===== src/kca_pkg.sv =====
`default_nettype none

package kca_pkg;

   // Default configuration of the table.
   localparam int DEF_ENTRIES    = 128;
   localparam int DEF_KEY_BITS   = 64;
   localparam int DEF_COUNT_BITS = 16;
   localparam int DEF_SUM_BITS   = 32;

   // Widths of the fields on the channels.
   localparam int OPCODE_W = 1;
   localparam int KEY_W    = 64;
   localparam int COUNT_W  = 16;
   localparam int RIDX_W   = 7;
   localparam int STATUS_W = 2;
   localparam int EIDX_W   = 7;
   localparam int ESUM_W   = 32;

   typedef enum logic [OPCODE_W-1:0] {
      OP_ADD  = 1'b0,
      OP_READ = 1'b1
   } opcode_type;

   typedef enum logic [STATUS_W-1:0] {
      ADD_MERGED   = 2'd0,
      ADD_INSERTED = 2'd1,
      ADD_FULL     = 2'd2
   } add_status_type;

   typedef enum logic [1:0] {
      ST_IDLE,
      ST_READ,
      ST_SCAN
   } state_type;

   // Controller to datapath.
   typedef struct packed {
      logic accept_add;
      logic accept_read;
      logic scan_step;
      logic res_read;
      logic res_merge;
      logic res_insert;
   } cmd_type;

   // Datapath to controller.
   typedef struct packed {
      logic hit;
      logic at_end;
      logic out_free;
   } status_type;

endpackage

`default_nettype wire


===== src/kca_ctrl.sv =====
`default_nettype none

module kca_ctrl (
   input  wire                  clock,
   input  wire                  reset,
   input  wire                  req_valid,
   input  wire                  req_opcode,
   output logic                 req_ready,
   input  kca_pkg::status_type  status,
   output kca_pkg::cmd_type     cmd
);
   import kca_pkg::*;

   state_type state_ff, state_in;

   always_ff @(posedge clock) begin
      if (reset) begin
         state_ff <= ST_IDLE;
      end else begin
         state_ff <= state_in;
      end
   end

   always_comb begin
      state_in  = state_ff;
      req_ready = 1'b0;
      cmd       = '0;
      case (state_ff)
         ST_IDLE: begin
            req_ready = 1'b1;
            if (req_valid) begin
               if (req_opcode == OP_READ) begin
                  cmd.accept_read = 1'b1;
                  state_in        = ST_READ;
               end else begin
                  cmd.accept_add = 1'b1;
                  state_in       = ST_SCAN;
               end
            end
         end
         ST_READ: begin
            if (status.out_free) begin
               cmd.res_read = 1'b1;
               state_in     = ST_IDLE;
            end
         end
         ST_SCAN: begin
            // The entry in the read register is compared each cycle; the scan steps on
            // regardless, and only the merge or insert waits while the result register is still occupied.
            if (status.hit) begin
               if (status.out_free) begin
                  cmd.res_merge = 1'b1;
                  state_in      = ST_IDLE;
               end
            end else if (status.at_end) begin
               if (status.out_free) begin
                  cmd.res_insert = 1'b1;
                  state_in       = ST_IDLE;
               end
            end else begin
               cmd.scan_step = 1'b1;
            end
         end
         default: begin
            state_in = ST_IDLE;
         end
      endcase
   end

endmodule

`default_nettype wire


===== config.mk =====
export PLATFORM = sky130hd
export DESIGN_NAME = kca_ctrl
export DESIGN_NICKNAME = d
export VERILOG_FILES = /design/src/kca_pkg.sv /design/src/kca_ctrl.sv
export SDC_FILE = /design/constraint.sdc
export NUM_CORES = 1
export LEC_CHECK = 0
export BUFFER_PORTS_ARGS = -buffer_cell sky130_fd_sc_hd__buf_2
export CORE_AREA = 8 8 45 47
export DETAILED_ROUTE_END_ITERATION = 10
export DIE_AREA = 0 0 53 55
export PLACE_DENSITY = 0.41
export SYNTH_ARGS = -nofsm -noshare
export SYNTH_HDL_FRONTEND = slang
export SYNTH_SLANG_ARGS = --single-unit
export TNS_END_PERCENT = 1

===== constraint.sdc =====
create_clock -name clock -period 2 [get_ports clock]
set_input_delay 0.4 -clock clock [delete_from_list [all_inputs] [get_ports clock]]
set_output_delay 0.4 -clock clock [all_outputs]
set_load 0.01 [all_outputs]

==> tab_implementation.tex <==
\begin{tabular}{lr}
\hline
Metric & Value \\
\hline
\multicolumn{2}{l}{\textbf{Outcome}} \\
\quad Outcome & finished clean \\
\multicolumn{2}{l}{\textbf{Worst hold path}} \\
\quad Worst min-delay path category & in -> reg \\
\multicolumn{2}{l}{\textbf{Power and ir drop}} \\
\quad Share of total power in combinational logic & 0.386 \\
\quad Int Pwr & 0.000155 W \\
\quad Total power density per cell area & 713 nW/um\^{}2 \\
\quad P\_sw & 0.0000708 W \\
\quad Static leakage & 0.171 nW \\
\quad Fraction of power spent switching nets & 0.314 \\
\quad Register share of total power & 0.229 \\
\quad Clock power share & 0.385 \\
\quad Worst vdd ir & 0.000205 V \\
\multicolumn{2}{l}{\textbf{STA}} \\
\quad Count of pins over their slew limit & 0 \\
\quad Slew at the pin closest to its max-slew limit & 0.224 ns \\
\quad Final hold vios & 0 \\
\quad Final critical-path required period & 1.63 ns \\
\quad Sum of negative setup slack & 0 ns \\
\quad Final setup vio count & 0 \\
\quad Unrepaired setup endpoints after global routing & false \\
\quad Max transition margin & 0.849 \\
\quad Worst setup skew after layout & 0.000381 ns \\
\quad Max Clock Freq & 0.612 GHz \\
\quad Final cycle utilization of the critical path & 0.817 \\
\quad Min Hold Slack & 0.358 ns \\
\multicolumn{2}{l}{\textbf{Synth}} \\
\quad Sequential fraction of the synthesis area & 0.192 \\
\quad Post-synthesis async set-or-reset flop share & 0 \\
\quad Avg Synthesized Cell Area & 8.71 sq um \\
\quad Main flop type after synthesis & sky130\_fd\_sc\_hd\_\_dfxtp\_1 \\
\quad Yosys warning count & 0 \\
\quad Yosys top cell area share & 0.192 \\
\quad Top-count cell post-synth & sky130\_fd\_sc\_hd\_\_ha\_1 \\
\quad Mapped Cells & 24 \\
\quad Net count after synthesis & 34 \\
\quad Yosys cell types & 18 \\
\quad Largest cells by area after synthesis & sky130\_fd\_sc\_hd\_\_dfxtp\_1 19\%, sky130\_fd\_sc\_hd\_\_ha\_1 18\%, sky130\_fd\_sc\_hd\_\_nor3b\_4 9.0\%, sky130\_fd\_sc\_hd\_\_nor2b\_1 6.0\%, sky130\_fd\_sc\_hd\_\_and4b\_2 5.4\% \\
\quad Count of state elements after synthesis & 2 \\
\quad Number of enable flip-flop cells after synthesis & 0 \\
\quad Most numerous cell types in the synthesized netlist & 3 x sky130\_fd\_sc\_hd\_\_ha\_1, 2 x sky130\_fd\_sc\_hd\_\_dfxtp\_1, 2 x sky130\_fd\_sc\_hd\_\_inv\_1, 2 x sky130\_fd\_sc\_hd\_\_nand2\_1, 2 x sky130\_fd\_sc\_hd\_\_nor2b\_1 \\
\quad Cell area after technology mapping & 209 sq um \\
\quad Largest area contributor in the netlist & sky130\_fd\_sc\_hd\_\_dfxtp\_1 \\
\multicolumn{2}{l}{\textbf{Drt}} \\
\quad Detail Route met2 WL & 189 um \\
\quad Routed wire length on met3 & 86 um \\
\quad Via density per instance & 4.13 \\
\quad Highest metal used & met3 \\
\quad Average wire per standard cell & 10.2 um \\
\quad Detailed-route wire length on metal 1 & 296 um \\
\quad Total detailed-routing wirelength & 572 um \\
\quad Number of vias after detailed routing & 231 \\
\quad First DRT Iteration DRCs & 3 \\
\quad Number of nets with antenna violations after detailed routing & 0 \\
\quad DRC violations left & 0 \\
\quad Detailed Routing Iterations Pass 1 & 2 \\
\multicolumn{2}{l}{\textbf{Floorplan}} \\
\quad Starting utilization of the core area & 0.151 \\
\quad Floorplan die height & 55 um \\
\quad Total die area & 2920 sq um \\
\quad Std cell rows & 14 \\
\quad Width of the die & 53 um \\
\quad I/O pin cnt & 14 \\
\quad Core region area & 1380 sq um \\
\multicolumn{2}{l}{\textbf{Clock tree}} \\
\quad Clock Pin Slew Worst Setup and Hold Paths & 0.03 ns \\
\quad Deepest level of the CTS H-tree & 1 \\
\quad Total setup buffers inserted after CTS & 0 \\
\quad Number of buffers on the longest clock path & 2 \\
\quad Clock insertion delay at the later pin of the skew report & 0.22 ns \\
\quad Clock root buffer & sky130\_fd\_sc\_hd\_\_clkbuf\_4 \\
\quad Number of resized instances in the post-cts repair step & 0 \\
\quad Number of buffers inserted during clock tree synthesis & 3 \\
\quad Clock sink count & 2 \\
\quad CTS tree & yes \\
\quad CTS Hold Buffers Added & 0 \\
\multicolumn{2}{l}{\textbf{Global route}} \\
\quad Number of global-route vias before repair & 233 \\
\quad Pin count of the biggest net entering global routing & 7 \\
\quad Global router's overall resource usage & 0.0409 \\
\quad Antenna violations before repair & 0 \\
\quad First-pass GRT wire length & 876 um \\
\quad GRT overflow & 0 \\
\multicolumn{2}{l}{\textbf{Placed design}} \\
\quad Input/output buffers & 13 \\
\quad Total cell area at the placement stage & 294 sq um \\
\quad Number of placed instances, taps included & 53 \\
\quad RePlAce Congestion & 0.716 \\
\multicolumn{2}{l}{\textbf{Final layout}} \\
\quad Util after Layout & 0.229 \\
\quad Number of filler instances in the final layout & 155 \\
\quad Area of all placed cells without fillers & 317 sq um \\
\quad Non-Filler Instances & 56 \\
\quad Net total in the final layout & 52 \\
\quad Antenna diodes & 0 \\
\quad Largest registers & state\_ff (2) \\
\quad Area Growth Syn to Fin & 51.5\% \\
\quad Ratio of cells with drive above 1 in the final layout & 0.475 \\
\quad Max FFs per register & 2 \\
\quad Most flops, register & state\_ff \\
\multicolumn{2}{l}{\textbf{Flow run}} \\
\quad Number of max-capacitance violations reported & 0 \\
\multicolumn{2}{l}{\textbf{Setup path}} \\
\quad Startpoint type of the worst setup path & flip-flop \\
\quad Maximum fanout along the worst path & 4 \\
\quad Setup crit end kind & output port \\
\quad Critical path data arrival time & 1.23 ns \\
\quad Critical path class & reg -> out \\
\quad Required time of the critical path & 1.60 ns \\
\hline
\end{tabular}
critical path: stages (launching register included):
cell and delay (ns):
sky130_fd_sc_hd__dfxtp_1 0.31, sky130_fd_sc_hd__inv_1 0.08, sky130_fd_sc_hd__ha_1 0.19, sky130_fd_sc_hd__nor3b_4 0.25, sky130_fd_sc_hd__buf_2 0.18
final cells by class:
cell class | instances | area, sq um | share of cell area
Clock buffer | 3 | 22.5 | 0.0711
Inverter | 2 | 7.51 | 0.0237
Multi-Input combinational cell | 20 | 161 | 0.510
Sequential cell | 2 | 40.0 | 0.126
Tap cell | 16 | 20.0 | 0.0632
Timing Repair Buffer | 13 | 65.1 | 0.206
power by group through the flow:
stage | clock network, W | logic (W) | registers [W]
2_1_floorplan | 0 | 0.0000577 | 0.0000505
3_3_place_gp | 0 | 0.0000889 | 0.0000521
3_5_place_dp | 0 | 0.0000885 | 0.0000523
4_1_cts | 0.0000929 | 0.0000887 | 0.0000518
5_1_grt | 0.000102 | 0.0000979 | 0.0000526
6_report | 0.0000868 | 0.0000872 | 0.0000517
kinds of logic after synthesis:
kind of cell    count (synthesis)  share of synthesized area
buf+inv                         2                     0.0359
fa+ha+maj                       3                      0.180
flops                           2                      0.192
compound gates                  2                     0.0599
mux                             1                     0.0479
simple gates                   14                      0.485
layout by cell type (no fill, tap or decap):
cell	n
sky130_fd_sc_hd__nor3_1	1
sky130_fd_sc_hd__a21oi_1	1
sky130_fd_sc_hd__and3_1	1
sky130_fd_sc_hd__ha_1	3
sky130_fd_sc_hd__clkbuf_4	3
sky130_fd_sc_hd__and2_1	1
sky130_fd_sc_hd__and4b_2	1
sky130_fd_sc_hd__o31ai_1	1
sky130_fd_sc_hd__nand2_1	2
sky130_fd_sc_hd__nor3b_4	1
sky130_fd_sc_hd__mux2i_1	1
sky130_fd_sc_hd__or3b_1	1
sky130_fd_sc_hd__inv_1	2
sky130_fd_sc_hd__and3_2	1
sky130_fd_sc_hd__dfxtp_1	2
sky130_fd_sc_hd__nor2_1	1
sky130_fd_sc_hd__buf_2	13
sky130_fd_sc_hd__nor2b_1	2
sky130_fd_sc_hd__nand2b_1	1
sky130_fd_sc_hd__or4_1	1
per-stage QoR:
| stage | power (W) | worst slack (ns) |
|---|---|---|
| 4_1_cts | 0.000233 | 0.339 |
| 5_1_grt | 0.000252 | 0.245 |
| 2_1_floorplan | 0.000108 | 0.501 |
| 3_5_place_dp | 0.000141 | 0.427 |
| 6_report | 0.000226 | 0.366 |
| 3_3_place_gp | 0.000141 | 0.450 |
final timing paths:
path / cells after the start / slack, ns / end / from
worst min register to register: 2 / 0.49 / state_ff[0] / state_ff[0]
worst min-delay path: 2 / 0.36 / state_ff[0] / reset
worst max register to register: 5 / 0.43 / state_ff[0] / state_ff[0]
worst max-delay path: 4 / 0.37 / cmd[3] / state_ff[0]
routing by layer:
layer / global-route usage / vias up
li1: - / 118
met1: 0.0468 / 100
met2: 0.0527 / 13
met3: 0.0294 / 0
met4: 0.0259 / 0
met5: 0 / -
Note: power is estimated with default switching activity, not from simulation.
